`config.mk`:
```
export PLATFORM = sky130hd
export DESIGN_NAME = rvc_instruction_expander_core
export DESIGN_NICKNAME = d
export VERILOG_FILES = /design/src/rtl/core/rvcx_pkg.sv /design/src/rtl/core/rvcx_expand.sv /design/src/rtl/core/rvc_instruction_expander_core.sv
export SDC_FILE = /design/constraint.sdc
export NUM_CORES = 1
export LEC_CHECK = 0
export BUFFER_PORTS_ARGS = -buffer_cell sky130_fd_sc_hd__buf_2
export CORE_ASPECT_RATIO = 0.9
export CORE_UTILIZATION = 55
export CTS_BUF_LIST = sky130_fd_sc_hd__clkbuf_2 sky130_fd_sc_hd__clkbuf_4 sky130_fd_sc_hd__clkbuf_8
export DETAILED_ROUTE_END_ITERATION = 10
export PLACE_DENSITY = 0.79
export REMOVE_ABC_BUFFERS = 1
export SKIP_LAST_GASP = 1
export SLEW_MARGIN = 20
export SYNTH_ARGS = -nofsm -noshare
export SYNTH_HDL_FRONTEND = slang
export SYNTH_HIERARCHICAL = 1
export SYNTH_SLANG_ARGS = --single-unit
```
`constraint.sdc`:
```
create_clock -name clk -period 3.49 [get_ports clk]
set_clock_uncertainty 0.05 [all_clocks]
set_input_delay 0.698 -clock clk [delete_from_list [all_inputs] [get_ports clk]]
set_output_delay 0.698 -clock clk [all_outputs]
set_load 0.005 [all_outputs]
```
`src/rtl/core/rvcx_pkg.sv`:
```
`timescale 1ns / 1ps
`default_nettype none

package rvcx_pkg;

  // Configuration register indexes.
  localparam int unsigned CFG_IDX_W = 1;
  localparam logic [CFG_IDX_W-1:0] CFG_COMPRESSED_EN = 1'd0;
  localparam logic [CFG_IDX_W-1:0] CFG_FLOAT_EN      = 1'd1;

  // Quadrants (bits 1:0 of the word).
  localparam logic [1:0] QUAD_0    = 2'b00;
  localparam logic [1:0] QUAD_1    = 2'b01;
  localparam logic [1:0] QUAD_2    = 2'b10;
  localparam logic [1:0] QUAD_FULL = 2'b11;

  // Base opcodes.
  localparam logic [6:0] OPC_LOAD     = 7'h03;
  localparam logic [6:0] OPC_LOAD_FP  = 7'h07;
  localparam logic [6:0] OPC_OP_IMM   = 7'h13;
  localparam logic [6:0] OPC_STORE    = 7'h23;
  localparam logic [6:0] OPC_STORE_FP = 7'h27;
  localparam logic [6:0] OPC_OP       = 7'h33;
  localparam logic [6:0] OPC_LUI      = 7'h37;
  localparam logic [6:0] OPC_BRANCH   = 7'h63;
  localparam logic [6:0] OPC_JALR     = 7'h67;
  localparam logic [6:0] OPC_JAL      = 7'h6f;

  localparam logic [31:0] EBREAK_WORD = 32'h0010_0073;

  // Base funct3 and funct7 values.
  localparam logic [2:0] F3_ADD  = 3'd0;
  localparam logic [2:0] F3_SLL  = 3'd1;
  localparam logic [2:0] F3_WORD = 3'd2;
  localparam logic [2:0] F3_XOR  = 3'd4;
  localparam logic [2:0] F3_SR   = 3'd5;
  localparam logic [2:0] F3_OR   = 3'd6;
  localparam logic [2:0] F3_AND  = 3'd7;
  localparam logic [2:0] F3_BEQ  = 3'd0;
  localparam logic [2:0] F3_BNE  = 3'd1;
  localparam logic [6:0] F7_BASE = 7'h00;
  localparam logic [6:0] F7_ALT  = 7'h20;

  // Fixed registers.
  localparam logic [4:0] REG_X0 = 5'd0;
  localparam logic [4:0] REG_RA = 5'd1;
  localparam logic [4:0] REG_SP = 5'd2;

  // Quadrant 0 funct3.
  localparam logic [2:0] C0_ADDI4SPN = 3'd0;
  localparam logic [2:0] C0_LW       = 3'd2;
  localparam logic [2:0] C0_FLW      = 3'd3;
  localparam logic [2:0] C0_SW       = 3'd6;
  localparam logic [2:0] C0_FSW      = 3'd7;

  // Quadrant 1 funct3 and sub-codes.
  localparam logic [2:0] C1_ADDI = 3'd0;
  localparam logic [2:0] C1_JAL  = 3'd1;
  localparam logic [2:0] C1_LI   = 3'd2;
  localparam logic [2:0] C1_LUI  = 3'd3;
  localparam logic [2:0] C1_ALU  = 3'd4;
  localparam logic [2:0] C1_J    = 3'd5;
  localparam logic [2:0] C1_BEQZ = 3'd6;
  localparam logic [2:0] C1_BNEZ = 3'd7;

  localparam logic [1:0] C1_SRLI  = 2'd0;
  localparam logic [1:0] C1_SRAI  = 2'd1;
  localparam logic [1:0] C1_ANDI  = 2'd2;
  localparam logic [1:0] C1_ARITH = 2'd3;

  localparam logic [1:0] C1_OP_SUB = 2'd0;
  localparam logic [1:0] C1_OP_XOR = 2'd1;
  localparam logic [1:0] C1_OP_OR  = 2'd2;
  localparam logic [1:0] C1_OP_AND = 2'd3;

  // Quadrant 2 funct3.
  localparam logic [2:0] C2_SLLI  = 3'd0;
  localparam logic [2:0] C2_LWSP  = 3'd2;
  localparam logic [2:0] C2_FLWSP = 3'd3;
  localparam logic [2:0] C2_MISC  = 3'd4;
  localparam logic [2:0] C2_SWSP  = 3'd6;
  localparam logic [2:0] C2_FSWSP = 3'd7;

  typedef struct packed {
    logic compressed_enable;
    logic float_enable;
  } rvcx_cfg_t;

  typedef struct packed {
    logic [31:0] word;
    logic        illegal;
  } rvcx_res_t;

endpackage

`default_nettype wire

```
`src/rtl/core/rvcx_expand.sv`:
```
`timescale 1ns / 1ps
`default_nettype none

module rvcx_expand (
  input  wire logic [31:0]       word_i,
  input  wire rvcx_pkg::rvcx_cfg_t cfg_i,
  output rvcx_pkg::rvcx_res_t    res_o
);

  function automatic logic [31:0] enc_i(input logic [11:0] imm, input logic [4:0] rs1,
                                        input logic [2:0] f3, input logic [4:0] rd,
                                        input logic [6:0] op);
    enc_i = {imm, rs1, f3, rd, op};
  endfunction

  function automatic logic [31:0] enc_r(input logic [6:0] f7, input logic [4:0] rs2,
                                        input logic [4:0] rs1, input logic [2:0] f3,
                                        input logic [4:0] rd);
    enc_r = {f7, rs2, rs1, f3, rd, rvcx_pkg::OPC_OP};
  endfunction

  function automatic logic [31:0] enc_s(input logic [11:0] imm, input logic [4:0] rs2,
                                        input logic [4:0] rs1, input logic [6:0] op);
    enc_s = {imm[11:5], rs2, rs1, rvcx_pkg::F3_WORD, imm[4:0], op};
  endfunction

  logic [15:0] c;
  logic [2:0]  f3;
  logic        b12;
  logic [4:0]  rd;
  logic [4:0]  rs2;
  logic [4:0]  rp1;
  logic [4:0]  rp2;
  logic [11:0] imm6;
  logic [9:0]  nzuimm;
  logic [11:0] moff;
  logic [11:0] loff;
  logic [11:0] soff;
  logic [20:0] jimm;
  logic [12:0] bimm;
  logic [9:0]  spimm;
  logic [31:0] exp_word;
  logic        ok;

  assign c      = word_i[15:0];
  assign f3     = c[15:13];
  assign b12    = c[12];
  assign rd     = c[11:7];
  assign rs2    = c[6:2];
  assign rp1    = {2'b01, c[9:7]};
  assign rp2    = {2'b01, c[4:2]};
  assign imm6   = {{7{c[12]}}, c[6:2]};
  assign nzuimm = {c[10:7], c[12:11], c[5], c[6], 2'b00};
  assign moff   = {5'd0, c[5], c[12:10], c[6], 2'b00};
  assign loff   = {4'd0, c[3:2], c[12], c[6:4], 2'b00};
  assign soff   = {4'd0, c[8:7], c[12:9], 2'b00};
  assign jimm   = {{10{c[12]}}, c[8], c[10:9], c[6], c[7], c[2], c[11], c[5:3], 1'b0};
  assign bimm   = {{5{c[12]}}, c[6:5], c[2], c[11:10], c[4:3], 1'b0};
  assign spimm  = {c[12], c[4:3], c[5], c[2], c[6], 4'd0};

  always_comb begin
    exp_word = '0;
    ok       = 1'b0;
    unique case (word_i[1:0])
      rvcx_pkg::QUAD_FULL: begin
        exp_word = word_i;
        ok       = 1'b1;
      end
      rvcx_pkg::QUAD_0: begin
        unique case (f3)
          rvcx_pkg::C0_ADDI4SPN: begin
            exp_word = enc_i({2'b00, nzuimm}, rvcx_pkg::REG_SP, rvcx_pkg::F3_ADD, rp2,
                             rvcx_pkg::OPC_OP_IMM);
            ok = (nzuimm != 10'd0);
          end
          rvcx_pkg::C0_LW: begin
            exp_word = enc_i(moff, rp1, rvcx_pkg::F3_WORD, rp2, rvcx_pkg::OPC_LOAD);
            ok = 1'b1;
          end
          rvcx_pkg::C0_FLW: begin
            exp_word = enc_i(moff, rp1, rvcx_pkg::F3_WORD, rp2, rvcx_pkg::OPC_LOAD_FP);
            ok = cfg_i.float_enable;
          end
          rvcx_pkg::C0_SW: begin
            exp_word = enc_s(moff, rp2, rp1, rvcx_pkg::OPC_STORE);
            ok = 1'b1;
          end
          rvcx_pkg::C0_FSW: begin
            exp_word = enc_s(moff, rp2, rp1, rvcx_pkg::OPC_STORE_FP);
            ok = cfg_i.float_enable;
          end
          default: ok = 1'b0;
        endcase
      end
      rvcx_pkg::QUAD_1: begin
        unique case (f3)
          rvcx_pkg::C1_ADDI: begin
            exp_word = enc_i(imm6, rd, rvcx_pkg::F3_ADD, rd, rvcx_pkg::OPC_OP_IMM);
            ok = 1'b1;
          end
          rvcx_pkg::C1_JAL, rvcx_pkg::C1_J: begin
            exp_word = {jimm[20], jimm[10:1], jimm[11], jimm[19:12],
                        (f3 == rvcx_pkg::C1_JAL) ? rvcx_pkg::REG_RA : rvcx_pkg::REG_X0,
                        rvcx_pkg::OPC_JAL};
            ok = 1'b1;
          end
          rvcx_pkg::C1_LI: begin
            exp_word = enc_i(imm6, rvcx_pkg::REG_X0, rvcx_pkg::F3_ADD, rd,
                             rvcx_pkg::OPC_OP_IMM);
            ok = 1'b1;
          end
          rvcx_pkg::C1_LUI: begin
            if (rd == rvcx_pkg::REG_SP) begin
              exp_word = enc_i({{2{spimm[9]}}, spimm}, rvcx_pkg::REG_SP, rvcx_pkg::F3_ADD,
                               rvcx_pkg::REG_SP, rvcx_pkg::OPC_OP_IMM);
              ok = (spimm != 10'd0);
            end else begin
              exp_word = {{15{c[12]}}, c[6:2], rd, rvcx_pkg::OPC_LUI};
              ok = (imm6 != 12'd0);
            end
          end
          rvcx_pkg::C1_ALU: begin
            unique case (c[11:10])
              rvcx_pkg::C1_SRLI, rvcx_pkg::C1_SRAI: begin
                exp_word = enc_i({1'b0, c[10], 5'd0, c[6:2]}, rp1, rvcx_pkg::F3_SR, rp1,
                                 rvcx_pkg::OPC_OP_IMM);
                ok = !b12;
              end
              rvcx_pkg::C1_ANDI: begin
                exp_word = enc_i(imm6, rp1, rvcx_pkg::F3_AND, rp1, rvcx_pkg::OPC_OP_IMM);
                ok = 1'b1;
              end
              rvcx_pkg::C1_ARITH: begin
                ok = !b12;
                unique case (c[6:5])
                  rvcx_pkg::C1_OP_SUB:
                    exp_word = enc_r(rvcx_pkg::F7_ALT, rp2, rp1, rvcx_pkg::F3_ADD, rp1);
                  rvcx_pkg::C1_OP_XOR:
                    exp_word = enc_r(rvcx_pkg::F7_BASE, rp2, rp1, rvcx_pkg::F3_XOR, rp1);
                  rvcx_pkg::C1_OP_OR:
                    exp_word = enc_r(rvcx_pkg::F7_BASE, rp2, rp1, rvcx_pkg::F3_OR, rp1);
                  rvcx_pkg::C1_OP_AND:
                    exp_word = enc_r(rvcx_pkg::F7_BASE, rp2, rp1, rvcx_pkg::F3_AND, rp1);
                  default: exp_word = '0;
                endcase
              end
              default: ok = 1'b0;
            endcase
          end
          rvcx_pkg::C1_BEQZ, rvcx_pkg::C1_BNEZ: begin
            exp_word = {bimm[12], bimm[10:5], rvcx_pkg::REG_X0, rp1,
                        (f3 == rvcx_pkg::C1_BEQZ) ? rvcx_pkg::F3_BEQ : rvcx_pkg::F3_BNE,
                        bimm[4:1], bimm[11], rvcx_pkg::OPC_BRANCH};
            ok = 1'b1;
          end
          default: ok = 1'b0;
        endcase
      end
      rvcx_pkg::QUAD_2: begin
        unique case (f3)
          rvcx_pkg::C2_SLLI: begin
            exp_word = enc_i({7'd0, c[6:2]}, rd, rvcx_pkg::F3_SLL, rd, rvcx_pkg::OPC_OP_IMM);
            ok = !b12;
          end
          rvcx_pkg::C2_LWSP: begin
            exp_word = enc_i(loff, rvcx_pkg::REG_SP, rvcx_pkg::F3_WORD, rd, rvcx_pkg::OPC_LOAD);
            ok = (rd != rvcx_pkg::REG_X0);
          end
          rvcx_pkg::C2_FLWSP: begin
            exp_word = enc_i(loff, rvcx_pkg::REG_SP, rvcx_pkg::F3_WORD, rd,
                             rvcx_pkg::OPC_LOAD_FP);
            ok = cfg_i.float_enable;
          end
          rvcx_pkg::C2_MISC: begin
            ok = 1'b1;
            if (!b12) begin
              if (rs2 != rvcx_pkg::REG_X0) begin
                exp_word = enc_i(12'd0, rs2, rvcx_pkg::F3_ADD, rd, rvcx_pkg::OPC_OP_IMM);
              end else begin
                exp_word = enc_i(12'd0, rd, rvcx_pkg::F3_ADD, rvcx_pkg::REG_X0,
                                 rvcx_pkg::OPC_JALR);
                ok = (rd != rvcx_pkg::REG_X0);
              end
            end else if (rs2 == rvcx_pkg::REG_X0) begin
              if (rd == rvcx_pkg::REG_X0) begin
                exp_word = rvcx_pkg::EBREAK_WORD;
              end else begin
                exp_word = enc_i(12'd0, rd, rvcx_pkg::F3_ADD, rvcx_pkg::REG_RA,
                                 rvcx_pkg::OPC_JALR);
              end
            end else begin
              exp_word = enc_r(rvcx_pkg::F7_BASE, rs2, rd, rvcx_pkg::F3_ADD, rd);
            end
          end
          rvcx_pkg::C2_SWSP: begin
            exp_word = enc_s(soff, rs2, rvcx_pkg::REG_SP, rvcx_pkg::OPC_STORE);
            ok = 1'b1;
          end
          rvcx_pkg::C2_FSWSP: begin
            exp_word = enc_s(soff, rs2, rvcx_pkg::REG_SP, rvcx_pkg::OPC_STORE_FP);
            ok = cfg_i.float_enable;
          end
          default: ok = 1'b0;
        endcase
      end
      default: ok = 1'b0;
    endcase
    if (word_i[1:0] != rvcx_pkg::QUAD_FULL && !cfg_i.compressed_enable) begin
      ok = 1'b0;
    end
  end

  assign res_o.word    = ok ? exp_word : 32'd0;
  assign res_o.illegal = !ok;

endmodule

`default_nettype wire

```
`src/rtl/core/rvc_instruction_expander_core.sv`:
```
// Input words are registered in s1_word_r; results in out_word_r (out_tdata).
// Throughput: one word per cycle; the input register, the expansion logic and
// the output register form a two-stage pipeline that stalls only on out_tready.
// Reset (rst_n low, synchronous) empties both stages and sets compressed_enable
// and float_enable to 1.
`timescale 1ns / 1ps
`default_nettype none

module rvc_instruction_expander_core (
  input  wire logic                           clk,
  input  wire logic                           rst_n,
  input  wire logic                           in_tvalid,
  output      logic                           in_tready,
  input  wire logic [31:0]                    in_tdata,   // instruction_word
  output      logic                           out_tvalid,
  input  wire logic                           out_tready,
  output      logic [31:0]                    out_tdata,  // expanded_word
  output      logic                           out_tuser,  // illegal
  input  wire logic                           cfg_we,
  input  wire logic [rvcx_pkg::CFG_IDX_W-1:0] cfg_index,
  input  wire logic                           cfg_wdata
);

  rvcx_pkg::rvcx_cfg_t cfg_r;
  logic                s1_valid_r;
  logic [31:0]         s1_word_r;
  logic                out_valid_r;
  logic [31:0]         out_word_r;
  logic                out_illegal_r;
  logic                s1_ready;
  logic                s1_fire;
  rvcx_pkg::rvcx_res_t exp_res;

  always_ff @(posedge clk) begin
    if (!rst_n) begin
      cfg_r.compressed_enable <= 1'b1;
      cfg_r.float_enable      <= 1'b1;
    end else if (cfg_we) begin
      unique case (cfg_index)
        rvcx_pkg::CFG_COMPRESSED_EN: cfg_r.compressed_enable <= cfg_wdata;
        rvcx_pkg::CFG_FLOAT_EN:      cfg_r.float_enable      <= cfg_wdata;
        default:                     cfg_r                   <= cfg_r;
      endcase
    end
  end

  assign s1_ready  = !out_valid_r || out_tready;
  assign s1_fire   = s1_valid_r && s1_ready;
  assign in_tready = !s1_valid_r || s1_ready;

  always_ff @(posedge clk) begin
    if (!rst_n) begin
      s1_valid_r <= 1'b0;
    end else if (in_tready) begin
      s1_valid_r <= in_tvalid;
    end
  end

  always_ff @(posedge clk) begin
    if (in_tvalid && in_tready) begin
      s1_word_r <= in_tdata;
    end
  end

  rvcx_expand u_expand (
    .word_i (s1_word_r),
    .cfg_i  (cfg_r),
    .res_o  (exp_res)
  );

  always_ff @(posedge clk) begin
    if (!rst_n) begin
      out_valid_r <= 1'b0;
    end else if (s1_ready) begin
      out_valid_r <= s1_valid_r;
    end
  end

  always_ff @(posedge clk) begin
    if (s1_fire) begin
      out_word_r    <= exp_res.word;
      out_illegal_r <= exp_res.illegal;
    end
  end

  assign out_tvalid = out_valid_r;
  assign out_tdata  = out_word_r;
  assign out_tuser  = out_illegal_r;

  a_illegal_zero: assert property (@(posedge clk) disable iff (!rst_n)
    (out_tvalid && out_tuser) |-> (out_tdata == 32'd0))
    else $error("illegal result carries a nonzero word");

  a_full_passthrough: assert property (@(posedge clk) disable iff (!rst_n)
    (s1_fire && s1_word_r[1:0] == rvcx_pkg::QUAD_FULL)
      |=> (out_tdata == $past(s1_word_r) && !out_tuser))
    else $error("32-bit word not passed through unchanged");

  a_disabled_illegal: assert property (@(posedge clk) disable iff (!rst_n)
    (s1_fire && !cfg_r.compressed_enable && s1_word_r[1:0] != rvcx_pkg::QUAD_FULL)
      |=> out_tuser)
    else $error("compressed word expanded while compression is disabled");

  a_no_overrun: assert property (@(posedge clk) disable iff (!rst_n)
    !(in_tvalid && in_tready && s1_valid_r && out_valid_r && !out_tready))
    else $error("input word accepted while the pipeline is full and stalled");

endmodule

`default_nettype wire

```
Yosys cells after proc, flatten, opt, wreduce, memory -nomap -nowiden --
Cells that the tools add are included.
Cells by class: reductions and logical operators 30, equal/unequal tests 18, bitwise logic cells 1, muxes and demuxes 22
Operator list (count):
- 32-bit case mux with 6 select lines | 2
- 32-bit case mux with 4 select lines | 2
- 30-bit case mux with 5 select lines | 1
- 32-bit case mux with 3 select lines | 1
- 25-bit 2-to-1 mux | 2
- 29-bit 2-to-1 mux | 1
- 21-bit 2-to-1 mux | 1
- 20-bit 2-to-1 mux | 1
- 10-bit nonzero test | 2
- 2-bit == test (second input constant) | 6
- 3-bit == test (second input constant) | 4
- 12-bit nonzero test | 1
- 5-bit zero test | 2
- 5-bit nonzero test | 2
- 2-bit OR reduction | 5
- 2-bit by 1-bit == test with 1-bit output (second input constant) | 3
- 3-bit by 2-bit == test with 1-bit output (second input constant) | 2
- 2-bit zero test | 3
- 1-bit 2-to-1 mux | 6
- 1-bit case mux with 3 select lines | 2
- 6-bit OR reduction | 1
- 5-bit by 2-bit == test with 1-bit output (second input constant) | 1
- 1-bit zero test | 5
- 1-bit case mux with 5 select lines | 1
- other kinds (10) | 14
Word-level totals: register bits 69, input bits 39

Longest topological paths before layout --
depth after elaboration 7, mapped depth 9

By module --
Netlist, hierarchy kept.
By module, submodules not included:
- rvc_instruction_expander_core | cells an instance 83, sequential area each 2031.9 µm², area each 2129.5 µm², instances 1
- rvcx_expand | cells an instance 337, sequential area each 0.0 µm², area each 1961.9 µm², instances 1

Worst setup path before layout --
Ideal clock, no wire load.
path kind in2reg, start point input out_tready, end point register s1_word_r[0], enable pin, data required time 3.008 ns, path slack 0.519 ns, arrival time 2.489 ns, buffers on the path 0, stages on the path 2, cells stage by stage and2b_4 -> a21oi_1
Between the ends: cells in the longest elaborated chain, start to end 3
RTL lines:
- start, declared | RTL line rvc_instruction_expander_core.sv:16 | input wire logic out_tready,
- 1-bit logical OR | RTL line rvc_instruction_expander_core.sv:47 | assign s1_ready = !out_valid_r || out_tready;
- 1-bit logical OR | RTL line rvc_instruction_expander_core.sv:49 | assign in_tready = !s1_valid_r || s1_ready;
- 1-bit logical AND | RTL line rvc_instruction_expander_core.sv:60 | if (in_tvalid && in_tready) begin
- end signal, assigned | RTL line rvc_instruction_expander_core.sv:61 | s1_word_r <= in_tdata;
- end, declared | RTL line rvc_instruction_expander_core.sv:26 | logic [31:0] s1_word_r;
Every way passes these cells. A chain may end at the register's enable or synchronous reset.

Worst setup path in the final report --
start point register s1_word_r[14], end point register out_word_r[14] (netlist: out_tdata[14]), data pin
Between the ends: cells in the longest elaborated chain, start to end 5
RTL lines:
- 3-bit == test (tied with other cells) | RTL line rvcx_expand.sv:96 | unique case (f3)
- 6-bit OR reduction (no source line) or 2-bit OR reduction (tied branches)
- 1-bit case mux with 3 select lines (tied with other cells) | RTL line rvcx_expand.sv:96
- 1-bit case mux with 4 select lines | RTL line rvcx_expand.sv:64 | unique case (word_i[1:0])
- 1-bit 2-to-1 mux | RTL line rvcx_expand.sv:208 | if (word_i[1:0] != rvcx_pkg::QUAD_FULL && !cfg_i.compressed_enable) begin
- end signal, assigned | RTL line rvc_instruction_expander_core.sv:81 | out_word_r <= exp_res.word;
- end, declared | RTL line rvc_instruction_expander_core.sv:28 | logic [31:0] out_word_r;
Several ways; a longest one is shown, not always the timed one.

==> run metrics <==
WP data required=3.58 ns; Worst setup startpoint=s1_word_r[14]; total global routing overflow=0; Mapped Area=4090 µm²; Post-CTS Resized=0; Synth cell types=66; Finished Cell Area=4890 µm²; area leader, netlist=edfxtp_1; top-area cell type share of the netlist area=47.7%; Starting Density=between 50% and 60%; Final WS setup=0.616 ns; layout cells sized above 1=between 20% and 30%; worst relative slew slack=between 30 and 40%; Clock Tree Buf Depth=2; R2R Path Start=s1_word_r[14]; Async SR Flop Fraction=0%; top-count cell post-synth=edfxtp_1; Fin. Hold Viols=0; initial antenna violation count=0; worst vdd ir=~0.32 mV; total power=between 2 and 2.5 mW; Starting DRT DRC Count=roughly 660; Setup Buffers After CTS=0; Reg clk slew, reported paths=around 0.08 ns; CP endpoint kind=flip-flop; post-synthesis sequential area ratio=49.7%; worst-path maximum fanout=21; Final Max Slew Viols=0; # H-tree levels=3; arrival time worst endpoint=roughly 3.0 ns; via count=a little over 4000; die width=slightly above 90 µm; CTS tree=yes; CTS Buf Count=9; placed cell count=577; Post-synth EDFFs=65; CP max stage cell=edfxtp_1; Post-synth top cells=edfxtp_1 (65), nand2_1 (42), o21ai_0 (36); Final Non-Filler Cells=around 590; antenna fix cells=0; top_reg_cell synth=edfxtp_1; Lkg Pwr=approximately 1.8 nW; placed cell area=approximately 4700 µm²; cell area power density=roughly 430 nW/µm²; vias per inst=6.96; die area=approximately 8000 µm²; routability congestion estimate=1.07; Post-Route Utilization=between 60% and 70%; Area contributors post-synth=edfxtp_1 (48%), o21ai_0 (4.4%), nand2_1 (3.9%); chip height=83.8 µm; run status=finished with violations; final net count=about 530; Total GRT Usage=between 30% and 40%; pre-CTS setup slack=between 0.7 and 0.8 ns; post-layout min period=about 2.9 ns; input/output buffers=73; worst-path cell chain=nor2b_1 -> buf_4 -> nor2_1 -> nand2_1 -> a21oi_1 -> a21oi_2 -> buf_4 -> o41ai_1; clock latency on the worst-skew pair=~0.36 ns; cell mode on critical path=buf_4; Post-DP HPWL=between 9000 and 10000 µm; hold_ws=0.455 ns; final cycle utilization of the critical path=82.4%; total wire length=~14000 µm; I/O pins=74; Root Buffer Master=clkbuf_8; Yosys warning count=6; first-pass GRT wire length=approximately 22000 µm; Detailed Routing Iterations Pass 1=11; Final TNS setup=0 ns; hold crit path type=in -> reg; fill cell count=roughly 570; Core ar.=approximately 7100 µm²; DRT antenna net count=0; post-cts hold buffer count=0; fmax=about 350 MHz; Crit Path Class=reg -> reg; Area growth syn-to-layout=19.4%; Max Cap Viol=0; DRC=1; # rows=29; syn_area_per_cell=slightly below 10 µm²; largest net degree at the start of global routing=34; Sink Count=between 60 and 70; FF+latch count, synth=between 60 and 70; vias in the first global route=a little under 4000; violated checks=DRC; Worst-Margin Slew=1.01 ns; Synth Instances=420; final setup vio count=0; average wire per standard cell=about 24 µm; Min-Delay Startpoint=in_tdata[1]; Critical Path Source Type=flip-flop; max incr delay on CP=0.71 ns; RSZ-0062 raised after global routing=false
registers in the layout, indices dropped and copies added (netlist names):
name	count
out_tuser	1
out_tvalid	1
out_tdata	32
s1_valid_r	1
cfg_r	2
s1_word_r	32
area by class of cell:
type                       instances  area (µm²)  area share [%]
clock buffer                      10         131            2.69
multi-input combinational        296        1850            37.8
tap                               93         116            2.38
inverter                          11        41.3           0.845
clock inverter                     6        87.6            1.79
sequential                        69        2030            41.6
timing repair buffer             108         628            12.9
path summary, 6_finish.rpt:
check / endpoint / slack (ns) / cells past startpoint
worst min-delay path: s1_word_r[1] / 0.46 / 1
worst max register to register: out_tdata[14] / 0.62 / 8
worst min register to register: cfg_r[0] / 0.50 / 2
worst max-delay path: out_tdata[14] / 0.62 / 8
placed cells by master, fill, tap and decap left out, types with 3 or more instances in the layout:
cell type / count
buf_2: 73
edfxtp_1: 65
nand2_1: 42
o21ai_0: 36
buf_4: 35
nor2_1: 28
a21oi_1: 27
a22oi_1: 13
nand3_1: 11
a22o_1: 10
clkbuf_8: 9
inv_1: 8
a32oi_1: 8
o22ai_1: 8
nor3_1: 7
a221oi_1: 7
a31oi_1: 7
nor2b_1: 6
o211ai_1: 5
nand2b_1: 5
o32ai_1: 5
o221ai_1: 5
dfxtp_1: 4
clkinv_1: 4
nand3b_1: 3
a21boi_0: 3
and3_1: 3
a41oi_1: 3
mux2i_1: 3
nor4_1: 3
worst max-delay path: cells and delay by family (launching register included):
kind / cells / cell delay, ns
AND/OR/NAND/NOR: 3 / 0.67
AO/OA/AOI/OAI: 3 / 0.77
buffers and inverters: 2 / 0.43
flip-flops: 1 / 0.71
kinds of logic (layout without fill, tap and decap cells):
group	Yosys count	in the layout	synth area share (%)
AOI/OAI and AO/OA	169	169	29.1
muxes	5	5	1.28
DFF	69	69	49.7
and+or+nand+nor	122	122	14.5
buffers and inverters	55	135	5.41
routing by layer:
layer	GRT usage, %	routed length [µm]	vias up
li1	-	-	1786
met1	51.7	5250	1881
met2	55.5	6220	375
met3	11.5	1940	85
met4	16.2	641	0
met5	0	0	-
where the power goes:
part / internal [mW] / switching (mW) / leakage (nW)
Combinational: 0.143 / 0.240 / 1.08
Clock: 0.409 / 0.318 / 0.104
Sequential: 0.965 / 0.0310 / 0.658
Note: power is estimated with default switching activity, not from simulation.
